[src/rtl/qasf_pkg.sv]
// ----------------------------------------------------------------------------
// qasf_pkg
// Shared types and constants for the quote-aware substring finder.
// ----------------------------------------------------------------------------
package qasf_pkg;

  localparam int POS_W     = 16;  // width of the reported position
  localparam int DEPTH_W   = 16;  // paren depth and subquery level, wrapping
  localparam int WIN_DEPTH = 22;  // lookahead window entries
  localparam int WIN_IDX_W = 5;   // holds 0..WIN_DEPTH
  localparam int SELECT_LEN = 6;
  localparam int CFG_IDX_W = 2;
  localparam int CFG_DATA_W = 64;

  localparam logic [7:0] CH_SPACE  = 8'h20;
  localparam logic [7:0] CH_QUOTE  = 8'h27;
  localparam logic [7:0] CH_OPEN   = 8'h28;
  localparam logic [7:0] CH_CLOSE  = 8'h29;
  localparam logic [7:0] CH_BSLASH = 8'h5c;
  localparam logic [7:0] CH_UP_A   = 8'h41;
  localparam logic [7:0] CH_UP_Z   = 8'h5a;

  // "select", exact lower case
  localparam logic [7:0] SELECT_WORD [SELECT_LEN] =
    '{8'h73, 8'h65, 8'h6c, 8'h65, 8'h63, 8'h74};

  // configuration register indexes
  localparam logic [CFG_IDX_W-1:0] CFG_PATTERN_LENGTH = 2'd0;
  localparam logic [CFG_IDX_W-1:0] CFG_PATTERN_LOW    = 2'd1;
  localparam logic [CFG_IDX_W-1:0] CFG_PATTERN_HIGH   = 2'd2;
  localparam logic [CFG_IDX_W-1:0] CFG_START_OFFSET   = 2'd3;

  typedef enum logic [2:0] {
    KIND_OTHER,
    KIND_SPACE,
    KIND_BSLASH,
    KIND_QUOTE,
    KIND_OPEN,
    KIND_CLOSE
  } kind_e;

  typedef struct packed {
    logic [7:0] raw;
    logic [7:0] folded;
    kind_e      kind;
  } char_t;

  typedef struct packed {
    char_t ch;
    logic  last;
  } item_t;

  typedef struct packed {
    logic             found;
    logic [POS_W-1:0] position;
  } res_t;

  typedef struct packed {
    logic [4:0]  pattern_length;
    logic [63:0] pattern_low;
    logic [63:0] pattern_high;
    logic [15:0] start_offset;
  } cfg_t;

  function automatic logic [7:0] fold(input logic [7:0] c);
    if (c >= CH_UP_A && c <= CH_UP_Z) begin
      return c + 8'd32;
    end
    return c;
  endfunction

endpackage

[src/rtl/qasf_fifo.sv]
// ----------------------------------------------------------------------------
// qasf_fifo
// Small register FIFO with count-based full and empty flags.
// ----------------------------------------------------------------------------
module qasf_fifo #(
  parameter int WIDTH = 8,
  parameter int DEPTH = 4
) (
  input  logic             clk_i,
  input  logic             rst_ni,
  input  logic             push_i,
  input  logic [WIDTH-1:0] data_i,
  output logic             full_o,
  input  logic             pop_i,
  output logic [WIDTH-1:0] data_o,
  output logic             empty_o
);

  localparam int PTR_W = (DEPTH > 1) ? $clog2(DEPTH) : 1;
  localparam int CNT_W = $clog2(DEPTH + 1);

  logic [WIDTH-1:0] mem_q [DEPTH];
  logic [PTR_W-1:0] wr_ptr_q, wr_ptr_d, rd_ptr_q, rd_ptr_d;
  logic [CNT_W-1:0] cnt_q, cnt_d;
  logic             do_push, do_pop;

  assign full_o  = (cnt_q == CNT_W'(DEPTH));
  assign empty_o = (cnt_q == '0);
  assign do_push = push_i && !full_o;
  assign do_pop  = pop_i && !empty_o;
  assign data_o  = mem_q[rd_ptr_q];

  always_comb begin
    wr_ptr_d = wr_ptr_q;
    rd_ptr_d = rd_ptr_q;
    if (do_push) begin
      wr_ptr_d = (wr_ptr_q == PTR_W'(DEPTH - 1)) ? '0 : wr_ptr_q + 1'b1;
    end
    if (do_pop) begin
      rd_ptr_d = (rd_ptr_q == PTR_W'(DEPTH - 1)) ? '0 : rd_ptr_q + 1'b1;
    end
    cnt_d = cnt_q + CNT_W'(do_push) - CNT_W'(do_pop);
  end

  always_ff @(posedge clk_i or negedge rst_ni) begin
    if (!rst_ni) begin
      wr_ptr_q <= '0;
      rd_ptr_q <= '0;
      cnt_q    <= '0;
    end else begin
      wr_ptr_q <= wr_ptr_d;
      rd_ptr_q <= rd_ptr_d;
      cnt_q    <= cnt_d;
    end
  end

  always_ff @(posedge clk_i) begin
    if (do_push) begin
      mem_q[wr_ptr_q] <= data_i;
    end
  end

endmodule

[src/rtl/qasf_front.sv]
// ----------------------------------------------------------------------------
// qasf_front
// Takes text bytes, classifies them and queues them for the scanner.
// ----------------------------------------------------------------------------
module qasf_front
  import qasf_pkg::*;
#(
  parameter int DEPTH = 4
) (
  input  logic       clk_i,
  input  logic       rst_ni,
  input  logic       push_i,
  output logic       full_o,
  input  logic [7:0] text_byte_i,
  input  logic       last_byte_i,
  output logic       valid_o,
  output item_t      item_o,
  input  logic       pop_i
);

  item_t            item_in;
  logic             empty;
  logic [$bits(item_t)-1:0] q_data;

  always_comb begin
    item_in.ch.raw    = text_byte_i;
    item_in.ch.folded = fold(text_byte_i);
    item_in.last      = last_byte_i;
    case (text_byte_i)
      CH_SPACE:  item_in.ch.kind = KIND_SPACE;
      CH_BSLASH: item_in.ch.kind = KIND_BSLASH;
      CH_QUOTE:  item_in.ch.kind = KIND_QUOTE;
      CH_OPEN:   item_in.ch.kind = KIND_OPEN;
      CH_CLOSE:  item_in.ch.kind = KIND_CLOSE;
      default:   item_in.ch.kind = KIND_OTHER;
    endcase
  end

  qasf_fifo #(
    .WIDTH($bits(item_t)),
    .DEPTH(DEPTH)
  ) u_queue (
    .clk_i  (clk_i),
    .rst_ni (rst_ni),
    .push_i (push_i),
    .data_i (item_in),
    .full_o (full_o),
    .pop_i  (pop_i),
    .data_o (q_data),
    .empty_o(empty)
  );

  assign valid_o = !empty;
  assign item_o  = item_t'(q_data);

endmodule

[src/rtl/qasf_back.sv]
// ----------------------------------------------------------------------------
// qasf_back
// Lookahead window and scan state; decides one text position per cycle while no result waits on a full result queue.
// ----------------------------------------------------------------------------
module qasf_back
  import qasf_pkg::*;
#(
  parameter int PATTERN_MAX   = 16,
  parameter int POSITION_BITS = 16
) (
  input  logic  clk_i,
  input  logic  rst_ni,
  input  cfg_t  cfg_i,
  input  logic  in_valid_i,
  input  item_t in_item_i,
  output logic  in_pop_o,
  input  logic  res_full_i,
  output logic  res_push_o,
  output res_t  res_o
);

  localparam int SUM_W = ((POSITION_BITS > POS_W) ? POSITION_BITS : POS_W) + 1;
  localparam logic [POSITION_BITS-1:0] CNT_MAX = '1;
  localparam logic [SUM_W-1:0] SAT_LIM = SUM_W'(CNT_MAX);

  char_t                   win_q [WIN_DEPTH];
  char_t                   win_d [WIN_DEPTH];
  logic [WIN_IDX_W-1:0]    fill_q, fill_d, wr_idx;
  logic                    last_seen_q, last_seen_d;
  logic                    esc_q, esc_d, esc_n;
  logic                    skip_q, skip_d, skip_n;
  logic                    quote_q, quote_d, quote_n;
  logic                    sub_q, sub_d, sub_n;
  logic [DEPTH_W-1:0]      depth_q, depth_d, depth_n;
  logic [DEPTH_W-1:0]      level_q, level_d, level_n;
  logic [POSITION_BITS-1:0] byte_cnt_q, byte_cnt_d;
  logic [POSITION_BITS-1:0] scan_idx_q, scan_idx_d;
  logic                    discard_q, discard_d;

  char_t                   head;
  logic [4:0]              len_eff;
  logic [127:0]            pat_bytes;
  logic                    pat_hit, sel_hit;
  logic                    consume, hit, proceed;
  logic                    not_found, emit, stall, room, append, drop;
  logic [SUM_W-1:0]        pos_sum, pos_sat;

  assign head      = win_q[0];
  assign pat_bytes = {cfg_i.pattern_high, cfg_i.pattern_low};

  always_comb begin
    if (cfg_i.pattern_length == '0) begin
      len_eff = 5'd1;
    end else if (cfg_i.pattern_length > 5'(PATTERN_MAX)) begin
      len_eff = 5'(PATTERN_MAX);
    end else begin
      len_eff = cfg_i.pattern_length;
    end
  end

  // parallel compares against the window head; bytes past the end mismatch
  always_comb begin
    pat_hit = 1'b1;
    for (int j = 0; j < PATTERN_MAX; j++) begin
      if (5'(j) < len_eff) begin
        if (!(WIN_IDX_W'(j) < fill_q &&
              win_q[j].folded == fold(pat_bytes[8*j +: 8]))) begin
          pat_hit = 1'b0;
        end
      end
    end
    sel_hit = (fill_q >= WIN_IDX_W'(SELECT_LEN));
    for (int k = 0; k < SELECT_LEN; k++) begin
      if (win_q[k].raw != SELECT_WORD[k]) begin
        sel_hit = 1'b0;
      end
    end
  end

  // decision on the head position
  always_comb begin
    consume = 1'b0;
    hit     = 1'b0;
    proceed = 1'b0;
    esc_n   = esc_q;
    skip_n  = skip_q;
    quote_n = quote_q;
    sub_n   = sub_q;
    depth_n = depth_q;
    level_n = level_q;
    if (fill_q != '0 && !discard_q) begin
      if (esc_q) begin
        esc_n   = 1'b0;
        consume = 1'b1;
      end else begin
        proceed = 1'b1;
        if (skip_q) begin
          if (head.kind == KIND_SPACE) begin
            consume = 1'b1;
            proceed = 1'b0;
          end else if (sub_q) begin
            skip_n = 1'b0;
          end else if (fill_q < WIN_IDX_W'(SELECT_LEN) && !last_seen_q) begin
            proceed = 1'b0;
          end else begin
            skip_n = 1'b0;
            if (sel_hit) begin
              sub_n   = 1'b1;
              level_n = depth_q;
              consume = 1'b1;
              proceed = 1'b0;
            end
          end
        end
        if (proceed) begin
          case (head.kind)
            KIND_BSLASH: begin
              esc_n   = 1'b1;
              consume = 1'b1;
            end
            KIND_QUOTE: begin
              quote_n = !quote_q;
              consume = 1'b1;
            end
            KIND_OPEN: begin
              if (!quote_q) begin
                depth_n = depth_q + 1'b1;
                skip_n  = 1'b1;
              end
              consume = 1'b1;
            end
            KIND_CLOSE: begin
              if (!quote_q) begin
                if (sub_q && depth_q == level_q) begin
                  sub_n = 1'b0;
                end
                depth_n = depth_q - 1'b1;
              end
              consume = 1'b1;
            end
            default: begin
              if (quote_q || sub_q) begin
                consume = 1'b1;
              end else if (fill_q >= len_eff || last_seen_q) begin
                if (pat_hit) begin
                  hit = 1'b1;
                end else begin
                  consume = 1'b1;
                end
              end
            end
          endcase
        end
      end
    end
  end

  assign not_found = (fill_q == '0) && last_seen_q && !discard_q;
  assign emit      = hit || not_found;
  assign stall     = emit && res_full_i;
  assign room      = (fill_q != WIN_IDX_W'(WIN_DEPTH)) || consume;
  assign append    = in_valid_i && !discard_q && !last_seen_q && !hit && room && !stall;
  assign drop      = in_valid_i && discard_q;
  assign in_pop_o  = append || drop;
  assign wr_idx    = fill_q - WIN_IDX_W'(consume);

  always_comb begin
    win_d       = win_q;
    fill_d      = fill_q;
    last_seen_d = last_seen_q;
    esc_d       = esc_q;
    skip_d      = skip_q;
    quote_d     = quote_q;
    sub_d       = sub_q;
    depth_d     = depth_q;
    level_d     = level_q;
    byte_cnt_d  = byte_cnt_q;
    scan_idx_d  = scan_idx_q;
    discard_d   = discard_q;
    if (!stall) begin
      esc_d   = esc_n;
      skip_d  = skip_n;
      quote_d = quote_n;
      sub_d   = sub_n;
      depth_d = depth_n;
      level_d = level_n;
      if (consume) begin
        for (int i = 0; i < WIN_DEPTH - 1; i++) begin
          win_d[i] = win_q[i+1];
        end
        if (scan_idx_q != CNT_MAX) begin
          scan_idx_d = scan_idx_q + 1'b1;
        end
      end
      if (append) begin
        for (int i = 0; i < WIN_DEPTH; i++) begin
          if (wr_idx == WIN_IDX_W'(i)) begin
            win_d[i] = in_item_i.ch;
          end
        end
        if (byte_cnt_q != CNT_MAX) begin
          byte_cnt_d = byte_cnt_q + 1'b1;
        end
        last_seen_d = in_item_i.last;
      end
      fill_d = fill_q - WIN_IDX_W'(consume) + WIN_IDX_W'(append);
      // text finished or hit: scan state starts over
      if (emit) begin
        fill_d      = '0;
        last_seen_d = 1'b0;
        esc_d       = 1'b0;
        skip_d      = 1'b0;
        quote_d     = 1'b0;
        sub_d       = 1'b0;
        depth_d     = '0;
        level_d     = '0;
        byte_cnt_d  = '0;
        scan_idx_d  = '0;
        discard_d   = hit && !last_seen_q;
      end
      if (drop && in_item_i.last) begin
        discard_d = 1'b0;
      end
    end
  end

  always_comb begin
    pos_sum = SUM_W'(cfg_i.start_offset) + SUM_W'(hit ? scan_idx_q : byte_cnt_q);
    pos_sat = (pos_sum > SAT_LIM) ? SAT_LIM : pos_sum;
  end

  assign res_push_o     = emit && !stall;
  assign res_o.found    = hit;
  assign res_o.position = POS_W'(pos_sat);

  always_ff @(posedge clk_i or negedge rst_ni) begin
    if (!rst_ni) begin
      fill_q      <= '0;
      last_seen_q <= 1'b0;
      esc_q       <= 1'b0;
      skip_q      <= 1'b0;
      quote_q     <= 1'b0;
      sub_q       <= 1'b0;
      depth_q     <= '0;
      level_q     <= '0;
      byte_cnt_q  <= '0;
      scan_idx_q  <= '0;
      discard_q   <= 1'b0;
    end else begin
      fill_q      <= fill_d;
      last_seen_q <= last_seen_d;
      esc_q       <= esc_d;
      skip_q      <= skip_d;
      quote_q     <= quote_d;
      sub_q       <= sub_d;
      depth_q     <= depth_d;
      level_q     <= level_d;
      byte_cnt_q  <= byte_cnt_d;
      scan_idx_q  <= scan_idx_d;
      discard_q   <= discard_d;
    end
  end

  always_ff @(posedge clk_i) begin
    win_q <= win_d;
  end

  // after a hit the window stays empty until the text ends
  a_discard_empty: assert property (@(posedge clk_i) disable iff (!rst_ni)
    discard_q |-> fill_q == '0)
    else $error("window holds bytes while discarding");

  a_push_room: assert property (@(posedge clk_i) disable iff (!rst_ni)
    res_push_o |-> !res_full_i)
    else $error("result pushed into a full queue");

  a_not_found_clears: assert property (@(posedge clk_i) disable iff (!rst_ni)
    res_push_o && !res_o.found |=> fill_q == '0 && !last_seen_q && byte_cnt_q == '0)
    else $error("scan state not cleared after end of text");

  a_hit_discards: assert property (@(posedge clk_i) disable iff (!rst_ni)
    res_push_o && res_o.found && !last_seen_q |=> discard_q)
    else $error("hit mid-text did not enter discard");

  a_index_bound: assert property (@(posedge clk_i) disable iff (!rst_ni)
    scan_idx_q <= byte_cnt_q)
    else $error("scan index ahead of byte count");

endmodule

[src/rtl/quote_aware_substring_finder.sv]
// ----------------------------------------------------------------------------
// quote_aware_substring_finder
// Streams SQL text and reports the first case-folded pattern match outside
// quotes and select subqueries, or not-found with the text length.
// ----------------------------------------------------------------------------
// Usage:
//   Input channel: text bytes are pushed with push/full; last_byte_i marks
//   the final byte of a text. Result channel: empty/pop; one result per
//   text, found_o with the match position, or found_o low with the text
//   length. Positions include start_offset and saturate.
//   Configuration: cfg_we_i writes cfg_data_i into register cfg_index_i;
//   write only while no text is in flight.
// Throughput: one byte per cycle within a text, set by the scanner deciding
//   one window position per cycle while no result waits on a full result
//   queue. After a text's last byte the window drains one position a cycle
//   (up to the larger of the pattern length and six), and any not-found result
//   is given, before the next text's bytes enter the window; meanwhile the
//   input queue takes IN_DEPTH beats, then full rises. Bytes pass the input queue
//   and the window; results are registered in the result queue.
// Reset clears all scan state and queues; registers return to length 1,
//   zero pattern and zero offset. When the receiver stalls, results wait in
//   the result queue and the scanner holds only when it has another to give.
// ----------------------------------------------------------------------------
module quote_aware_substring_finder
  import qasf_pkg::*;
#(
  parameter int PATTERN_MAX   = 16,
  parameter int POSITION_BITS = 16,
  parameter int IN_DEPTH      = 4,
  parameter int OUT_DEPTH     = 2
) (
  input  logic                  clk_i,
  input  logic                  rst_ni,
  input  logic                  push,
  output logic                  full,
  input  logic [7:0]            text_byte_i,
  input  logic                  last_byte_i,
  output logic                  empty,
  input  logic                  pop,
  output logic                  found_o,
  output logic [POS_W-1:0]      position_o,
  input  logic                  cfg_we_i,
  input  logic [CFG_IDX_W-1:0]  cfg_index_i,
  input  logic [CFG_DATA_W-1:0] cfg_data_i
);

  cfg_t  cfg_q;
  item_t item;
  logic  item_valid, item_pop;
  logic  res_full, res_push;
  res_t  res_in, res_out;
  logic [$bits(res_t)-1:0] res_data;

  always_ff @(posedge clk_i or negedge rst_ni) begin
    if (!rst_ni) begin
      cfg_q.pattern_length <= 5'd1;
      cfg_q.pattern_low    <= '0;
      cfg_q.pattern_high   <= '0;
      cfg_q.start_offset   <= '0;
    end else if (cfg_we_i) begin
      case (cfg_index_i)
        CFG_PATTERN_LENGTH: cfg_q.pattern_length <= cfg_data_i[4:0];
        CFG_PATTERN_LOW:    cfg_q.pattern_low    <= cfg_data_i;
        CFG_PATTERN_HIGH:   cfg_q.pattern_high   <= cfg_data_i;
        CFG_START_OFFSET:   cfg_q.start_offset   <= cfg_data_i[15:0];
        default: ;
      endcase
    end
  end

  qasf_front #(
    .DEPTH(IN_DEPTH)
  ) u_front (
    .clk_i      (clk_i),
    .rst_ni     (rst_ni),
    .push_i     (push),
    .full_o     (full),
    .text_byte_i(text_byte_i),
    .last_byte_i(last_byte_i),
    .valid_o    (item_valid),
    .item_o     (item),
    .pop_i      (item_pop)
  );

  qasf_back #(
    .PATTERN_MAX  (PATTERN_MAX),
    .POSITION_BITS(POSITION_BITS)
  ) u_back (
    .clk_i     (clk_i),
    .rst_ni    (rst_ni),
    .cfg_i     (cfg_q),
    .in_valid_i(item_valid),
    .in_item_i (item),
    .in_pop_o  (item_pop),
    .res_full_i(res_full),
    .res_push_o(res_push),
    .res_o     (res_in)
  );

  qasf_fifo #(
    .WIDTH($bits(res_t)),
    .DEPTH(OUT_DEPTH)
  ) u_result_queue (
    .clk_i  (clk_i),
    .rst_ni (rst_ni),
    .push_i (res_push),
    .data_i (res_in),
    .full_o (res_full),
    .pop_i  (pop),
    .data_o (res_data),
    .empty_o(empty)
  );

  assign res_out    = res_t'(res_data);
  assign found_o    = res_out.found;
  assign position_o = res_out.position;

endmodule
[config.mk]
export PLATFORM = sky130hd
export DESIGN_NAME = quote_aware_substring_finder
export DESIGN_NICKNAME = d
export VERILOG_FILES = /design/src/rtl/qasf_pkg.sv /design/src/rtl/qasf_fifo.sv /design/src/rtl/qasf_front.sv /design/src/rtl/qasf_back.sv /design/src/rtl/quote_aware_substring_finder.sv
export SDC_FILE = /design/constraint.sdc
export NUM_CORES = 2
export LEC_CHECK = 0
export BUFFER_PORTS_ARGS = -buffer_cell sky130_fd_sc_hd__buf_2
export CORE_ASPECT_RATIO = 2
export CORE_UTILIZATION = 49
export CTS_BUF_LIST = sky130_fd_sc_hd__clkbuf_2 sky130_fd_sc_hd__clkbuf_4 sky130_fd_sc_hd__clkbuf_8
export CTS_CLUSTER_DIAMETER = 40
export DETAILED_ROUTE_END_ITERATION = 8
export PLACE_DENSITY = 0.77
export SKIP_CTS_REPAIR_TIMING = 1
export SYNTH_ARGS = -nofsm -noshare
export SYNTH_HDL_FRONTEND = slang
export SYNTH_SLANG_ARGS = --single-unit
[constraint.sdc]
create_clock -name clk_i -period 21.3 [get_ports clk_i]
set_input_delay 1.065 -clock clk_i [delete_from_list [all_inputs] [get_ports clk_i]]
set_output_delay 1.065 -clock clk_i [all_outputs]
set_load 0.01 [all_outputs]
After elaboration in Yosys (flattened, before gate mapping)
Memory sizes are Yosys's and may differ from the RTL's.
Cells that the tools add are included.
{"block": "totals", "regBits": 653, "ramBits": 114, "in_bits": 80, "output_inout_bits": 19, "wordCells": 602, "mem_count": 2}
{"name": "u_front.u_queue.mem_q", "words": 4, "word_bits": 20, "rd": 1, "rd_clocked_by_memory_dff": 0, "write_ports": 1, "line_no": "qasf_fifo.sv:22", "rtl": "logic [WIDTH-1:0] mem_q [DEPTH];"}
{"name": "u_result_queue.mem_q", "words": 2, "word_bits": 17, "rd": 1, "rd_clocked_by_memory_dff": 0, "write_ports": 1, "line_no": "qasf_fifo.sv:22"}
{"block": "classes", "n_addsub": 32, "n_lt_le_gt_ge": 71, "n_eq_ne": 70, "n_mux": 240, "n_bitwise": 1, "reduce_logical": 99}
{"op": "19-bit two-way mux", "n": 22}
{"op": "418-bit two-way mux", "n": 1}
{"op": "8-bit two-way mux", "n": 50}
{"op": "399-bit two-way mux", "n": 1}
{"op": "16-bit two-way mux", "n": 22}
{"op": "1-bit two-way mux", "n": 137}
{"op": "8-bit by 6-bit adder with 8-bit output (second input constant)", "n": 17}
{"op": "8-bit by 7-bit >= comparator with 1-bit output (second input constant)", "n": 17}
{"op": "8-bit by 7-bit less-or-equal comparator with 1-bit output (second input constant)", "n": 17}
{"op": "8-bit == test", "n": 16}
{"op": "4-bit by 5-bit less-than comparator with 1-bit output (first input constant)", "n": 16}
{"op": "1-bit logical AND", "n": 52}
{"op": "16-bit by 1-bit adder with 16-bit output (second input constant)", "n": 3}
{"op": "8-bit by 7-bit != test with 1-bit output (second input constant)", "n": 6}
{"op": "5-bit by 4-bit == test with 1-bit output (second input constant)", "n": 8}
{"op": "3-bit by 5-bit less-than comparator with 1-bit output (first input constant)", "n": 8}
{"op": "8-bit by 6-bit == test with 1-bit output (second input constant)", "n": 4}
{"op": "16-bit != test (second input constant)", "n": 2}
{"op": "16-bit one-hot mux with 2 select lines", "n": 1}
{"op": "5-bit == test (second input constant)", "n": 6}
{"op": "5-bit by 3-bit == test with 1-bit output (second input constant)", "n": 4}
{"op": "1-bit by 5-bit less-than comparator with 1-bit output (first input constant)", "n": 4}
{"op": "2-bit by 5-bit less-than comparator with 1-bit output (first input constant)", "n": 4}
{"op": "2-bit nonzero test", "n": 10}
{"op": "45 further kinds", "n": 85}

Logic depth before layout (Yosys ltp)
{"block": "depth", "ltp_word": 55, "depth_mapped": 29, "depth_no_buf": 25}

Cells and area by module
A second synthesis with hierarchy kept.
{"block": "unflattened", "hier_cells": 3523, "area_unflattened_um2": 41512.3}
{"module": "qasf_back", "n_inst": 1, "cells_per_inst": 2963, "area_per_inst_um2": 30422.9, "seq_area_each_um2": 14428.8}
{"module": "quote_aware_substring_finder", "n_inst": 1, "cells_per_inst": 317, "area_per_inst_um2": 6050.8, "seq_area_each_um2": 3729.8}
{"module": "qasf_fifo (u_front.u_queue)", "n_inst": 1, "cells_per_inst": 146, "area_per_inst_um2": 3382.0, "seq_area_each_um2": 2577.5}
{"module": "qasf_fifo (u_result_queue)", "n_inst": 1, "cells_per_inst": 71, "area_per_inst_um2": 1477.7, "seq_area_each_um2": 1121.1}
{"module": "qasf_front", "n_inst": 1, "cells_per_inst": 26, "area_per_inst_um2": 178.9, "seq_area_each_um2": 0.0}

Worst setup path after synthesis
Ideal clock, no wire load.
{"block": "synth_timing", "path_kind": "register to register", "startpoint": "reg cfg_q[141] (netlist name)", "endpoint": "reg u_back.win_q, in the netlist u_back.head[0], enable pin", "setup_ps": 2912, "arrival_ps": 9313, "required_time_ps": 18388, "path_slack_ps": 9075, "path_stages_with_launch": 14, "n_path_buf": 2, "period_less_slack_ps": 12225, "cell_sequence": "dfrtp_1 ha_1 or3_1 a221oi_1 or3_1 a41o_1 o2111ai_1 a221oi_1 and2_1 buf_6 nand3_2 buf_1 nand2_1 nand2_1"}
{"block": "synth_between", "elab_chain_cells": 35, "elab_cells_between_ends": 38, "classes_between": "add/sub (1); order compare (2); eq/ne (1); mux (30); reduce/logical (4)"}
{"item": "start, declared", "line_no": "quote_aware_substring_finder.sv:47", "rtl": "cfg_t cfg_q;"}
{"item": "8-bit by 7-bit >= comparator with 1-bit output / 8-bit by 7-bit less-or-equal comparator with 1-bit output (equally long branches)", "line_no": "qasf_pkg.sv:66", "rtl": "if (c >= CH_UP_A && c <= CH_UP_Z) begin"}
{"item": "1-bit logical AND", "line_no": "qasf_pkg.sv:66"}
{"item": "1-bit two-way mux", "line_no": "qasf_pkg.sv:66"}
{"item": "1-bit two-way mux", "line_no": "qasf_back.sv:65", "rtl": "if (5'(j) < len_eff) begin"}
{"item": "8-bit two-way mux (*)", "line_no": "qasf_pkg.sv:69", "rtl": "return c;"}
{"item": "8-bit two-way mux (*)", "line_no": "qasf_back.sv:65"}
{"item": "8-bit == test (*)", "line_no": "qasf_back.sv:67", "rtl": "win_q[j].folded == fold(pat_bytes[8*j +: 8]))) begin"}
{"item": "1-bit logical AND (*)", "line_no": "qasf_back.sv:66", "rtl": "if (!(WIN_IDX_W'(j) < fill_q &&"}
{"item": "(+19 left out)"}
{"item": "1-bit two-way mux (*)", "line_no": "qasf_back.sv:144", "rtl": "end else if (fill_q >= len_eff || last_seen_q) begin"}
{"item": "1-bit two-way mux (*)", "line_no": "qasf_back.sv:142", "rtl": "if (quote_q || sub_q) begin"}
{"item": "1-bit two-way mux (*)", "line_no": "qasf_back.sv:116", "rtl": "case (head.kind)"}
{"item": "1-bit two-way mux (*)", "line_no": "qasf_back.sv:115", "rtl": "if (proceed) begin"}
{"item": "1-bit two-way mux (*)", "line_no": "qasf_back.sv:92", "rtl": "if (esc_q) begin"}
{"item": "1-bit two-way mux (*)", "line_no": "qasf_back.sv:91", "rtl": "if (fill_q != '0 && !discard_q) begin"}
{"item": "1-bit logical OR (*)", "line_no": "qasf_back.sv:159", "rtl": "assign emit = hit || not_found;"}
{"item": "1-bit logical AND (*)", "line_no": "qasf_back.sv:160", "rtl": "assign stall = emit && res_full_i;"}
{"item": "end signal, assigned", "line_no": "qasf_back.sv:265", "rtl": "win_q <= win_d;"}
{"item": "end, declared", "line_no": "qasf_back.sv:26", "rtl": "char_t win_q [WIN_DEPTH];"}
Mark *: on every way between the ends. The rest lies on a longest branch, timed or not. The select of a mux whose other input is x is not followed.
A chain may end at the register's enable or synchronous reset.

Worst setup path in the final report
{"block": "layout_timing", "startpoint": "reg cfg_q[101] (netlist name)", "endpoint": "reg u_back.win_q[393] (netlist name), enable pin"}
{"block": "layout_between", "elab_chain_cells": 45, "elab_cells_between_ends": 48, "classes_between": "add/sub (1); order compare (2); eq/ne (1); mux (40); reduce/logical (4)"}
{"item": "8-bit by 7-bit >= comparator with 1-bit output / 8-bit by 7-bit less-or-equal comparator with 1-bit output (equally long branches)", "line_no": "qasf_pkg.sv:66"}
{"item": "1-bit logical AND", "line_no": "qasf_pkg.sv:66"}
{"item": "1-bit two-way mux", "line_no": "qasf_pkg.sv:66"}
{"item": "1-bit two-way mux", "line_no": "qasf_back.sv:65"}
{"item": "8-bit two-way mux (*)", "line_no": "qasf_pkg.sv:69"}
{"item": "8-bit two-way mux (*)", "line_no": "qasf_back.sv:65"}
{"item": "8-bit == test (*)", "line_no": "qasf_back.sv:67"}
{"item": "1-bit logical AND (*)", "line_no": "qasf_back.sv:66"}
{"item": "(+29 left out)"}
{"item": "1-bit two-way mux (*)", "line_no": "qasf_back.sv:144"}
{"item": "1-bit two-way mux (*)", "line_no": "qasf_back.sv:142"}
{"item": "1-bit two-way mux (*)", "line_no": "qasf_back.sv:116"}
{"item": "1-bit two-way mux (*)", "line_no": "qasf_back.sv:115"}
{"item": "1-bit two-way mux (*)", "line_no": "qasf_back.sv:92"}
{"item": "1-bit two-way mux (*)", "line_no": "qasf_back.sv:91"}
{"item": "1-bit logical OR (*)", "line_no": "qasf_back.sv:159"}
{"item": "1-bit logical AND (*)", "line_no": "qasf_back.sv:160"}
Marked as above.

==> summary.txt <==
Outcome -> completed
Vias in the first global route -> 26.3k
Number of fill cells -> 6853
Startpoint types -> register
Final hold violation count -> 0
Layout cell share with drive strength beyond 1 -> 18.3%
Slew @ Worst Pin -> 1.24 ns
Synth top cells by count -> mux2i_1, edfxtp_1, dfrtp_1
Detailed placer's ending HPWL -> 68100 um
Yosys reg bits -> 742
Initial antenna violation count -> 5
Final core utilization -> 54.0%
Bufs on Longest Clock Path -> 3
Worst Path Required -> 21.72 ns
Clock root buffer master -> clkbuf_8
Crit path time final -> 7.80 ns
Die Wd -> 205 um
Final ANT Viol Nets -> 0
Post-synth top area cell -> edfxtp_1
Syn avg cell area -> 13.1 sq um
TritonCTS clock tree -> built
R2r endpoint -> u_back.win_q[393]$_DFFE_PN_
Flop2flop setup slack -> 13.50 ns
Worst Reg2Reg Path Length in Cells -> 12
Initial Util -> 49.6%
Area grow syn2layout -> 8.89%
Post-Synthesis Cells -> 3081
Row count -> 148
Max frequency -> 128 MHz
Most frequent cell after synthesis -> mux2i_1
Warnings, synthesis -> 0
H-tree Lvls -> 3
Final GP Congestion -> 0.934
Final wirelength -> 97500 um
Final Skew -> 0.0501 ns
Vias -> 25.7k
Post-synth EDFFs -> 507
Slowest CP cell -> buf_4
Fraction of registers with async set/reset -> 31.7%
Worst vdd ir -> 0.137 mV
Die Span Y -> 408 um
Max stage delay on crit path -> 0.99 ns
CP Max Fanout -> 87
TritonCTS sink count -> 742
Drt wl/cell -> 22.7 um
Post-synth top flop -> edfxtp_1
Tot GR Track Use -> 23.3%
IO Port Bufs -> 98
Slew Viols, Final -> 0
Worst r2r src -> cfg_q[101]$_DFFE_PN0P_
Largest net degree at the start of global routing -> 103
Critical Path End Type -> register
Core area -> 81500 sq um
Num ports -> 99
Setup violators final -> 0
Synth Net Count -> 3233
Design Power -> 6.58 mW
Setup TNS Final -> 0 ns
Power Density -> 149 nW/um^2
Vias/cell -> 5.98
Worst hold path type -> in -> async
Maxcap violations -> 0
Global route overflow -> 0
Top Family by Delay on Critical Path -> buffers and inverters
Final #Nets -> 3312
LEAKAGE -> 21.5 nW
Buf+Inv Stages, Crit Path -> 3
Most numerous cell on the critical path -> buf_4
RSZ-0062 raised after global routing -> false
Period utilization -> 36.6%
Global-route wire length before repair -> 150000 um
DRC viols -> 0
Slew HR -> 16.9%
CTS buffer count -> 107
Pre-antenna DRT Iters -> 5
Largest cells by area after synthesis -> edfxtp_1, mux2i_1, dfrtp_1
Worst-Skew Late Latency -> 0.83 ns
Synth cell types -> 90
Initial DRC count -> 1693
Clock Pin Slew Worst Setup and Hold Paths -> 0.07 ns
Share of the synthesized area in the top cell type -> 37.7%
Die area -> 83700 sq um
Setup Crit Path Kind -> reg -> reg
Post-synthesis sequential area ratio -> 52.2%
Cell area after synthesis -> 40400 sq um
Critical-path cell list -> ha_1 > o41ai_1 > xnor2_1 > o32a_1 > o41ai_2 > and4_1 > nand3_2 > nand2_1 > nand2_4 > buf_4 > buf_4 > buf_4
WP data arrival -> 8.22 ns
[state kept, by name (all words and copies together) (netlist names), 3 cells and up]
name / cells
u_back.win_q: 394
u_back.scan_idx_q: 16
u_back.level_q: 16
u_front.u_queue.mem_q: 60
u_front.u_queue.cnt_q: 3
u_back.head: 19
u_back.depth_q: 16
u_result_queue.mem_q: 34
cfg_q: 149
u_back.byte_cnt_q: 16
u_back.fill_q: 5
[layout make-up]
type	count	area, sq um	share of cell area (%)
inverters	64	256	0.583
multi-input cells	2093	18100	41.0
clock inverters	42	410	0.932
well taps	1050	1310	2.98
diodes	2	5.00	0.0114
repair buffers	152	906	2.06
clock buffers	158	1960	4.44
flip-flops and latches	742	21100	47.9
[worst max-delay path by stage]
stage / startpoint / end / slack, ns / cells past startpoint
final: cfg_q[101]$_DFFE_PN0P_ / u_back.win_q[393]$_DFFE_PN_ / 13.50 / 12
after global routing: cfg_q[141]$_DFFE_PN0P_ / u_back.win_q[393]$_DFFE_PN_ / 13.05 / 14
after CTS: cfg_q[141]$_DFFE_PN0P_ / u_back.win_q[393]$_DFFE_PN_ / 13.51 / 14
after detailed placement: cfg_q[141]$_DFFE_PN0P_ / u_back.win_q[372]$_DFFE_PN_ / 13.49 / 14
after global placement: cfg_q[101]$_DFFE_PN0P_ / u_back.win_q[392]$_DFFE_PN_ / 13.56 / 12
after floorplan: cfg_q[141]$_DFFE_PN0P_ / u_back.head[0]$_DFFE_PN_ / 9.07 / 13
[where the power goes]
group	switching [mW]	internal, mW
logic	1.36	1.13
clock network	0.586	0.660
registers	0.519	2.33
total	2.46	4.11
[layout by cell type (no fill, tap or decap), types with 12 or more instances in the layout]
master	count
mux2i_1	790
nor4_1	22
buf_4	54
xor2_1	83
nor3_1	45
a21o_1	23
inv_1	62
clkbuf_8	123
o211ai_1	15
nand3_1	37
o21ai_0	41
nor2b_1	17
and2_1	19
nand4_1	22
o31ai_1	15
mux2_1	16
or4_1	15
nand2_1	121
edfxtp_1	507
xnor2_1	95
clkbuf_4	35
a21oi_1	70
and3_1	29
or3_1	21
nand2b_1	13
a22o_1	15
a22oi_1	20
buf_2	97
clkinv_2	13
dfrtp_1	234
mux2_2	199
ha_1	69
nor2_1	67
o41ai_1	13
clkinv_1	12
[metal layers]
layer,GRT usage (%),vias to the layer above,share of wire (%)
li1,-,11900,-
met1,25.2,13000,37
met2,42.8,639,54
met3,3.47,257,3.9
met4,13.0,6,5.6
met5,0,-,0.040
[logic make-up (layout without fill, tap and decap cells)]
family	Yosys count	count (layout)	synth area share [%]
flops	742	742	52.2
other cells	0	2	0
simple gates	492	492	6.58
fa+ha+maj	72	72	2.28
buf+inv	246	416	3.38
compound gates	344	344	6.05
mux	1006	1006	25.6
xor+xnor	179	179	3.91
[stage by stage]
stage | instance area (sq um) | cells | hold slack, ns | worst slack [ns]
floorplan | 40400 | 3081 | 0.455 | 9.07
global placement | 41700 | 4101 | 0.487 | 13.56
detailed placement | 41700 | 4101 | 0.495 | 13.49
CTS | 44000 | 4301 | 0.314 | 13.51
global route | 44000 | 4302 | 0.376 | 13.05
finish | 44000 | 4303 | 0.313 | 13.50
(Power assumes the default switching activity.)
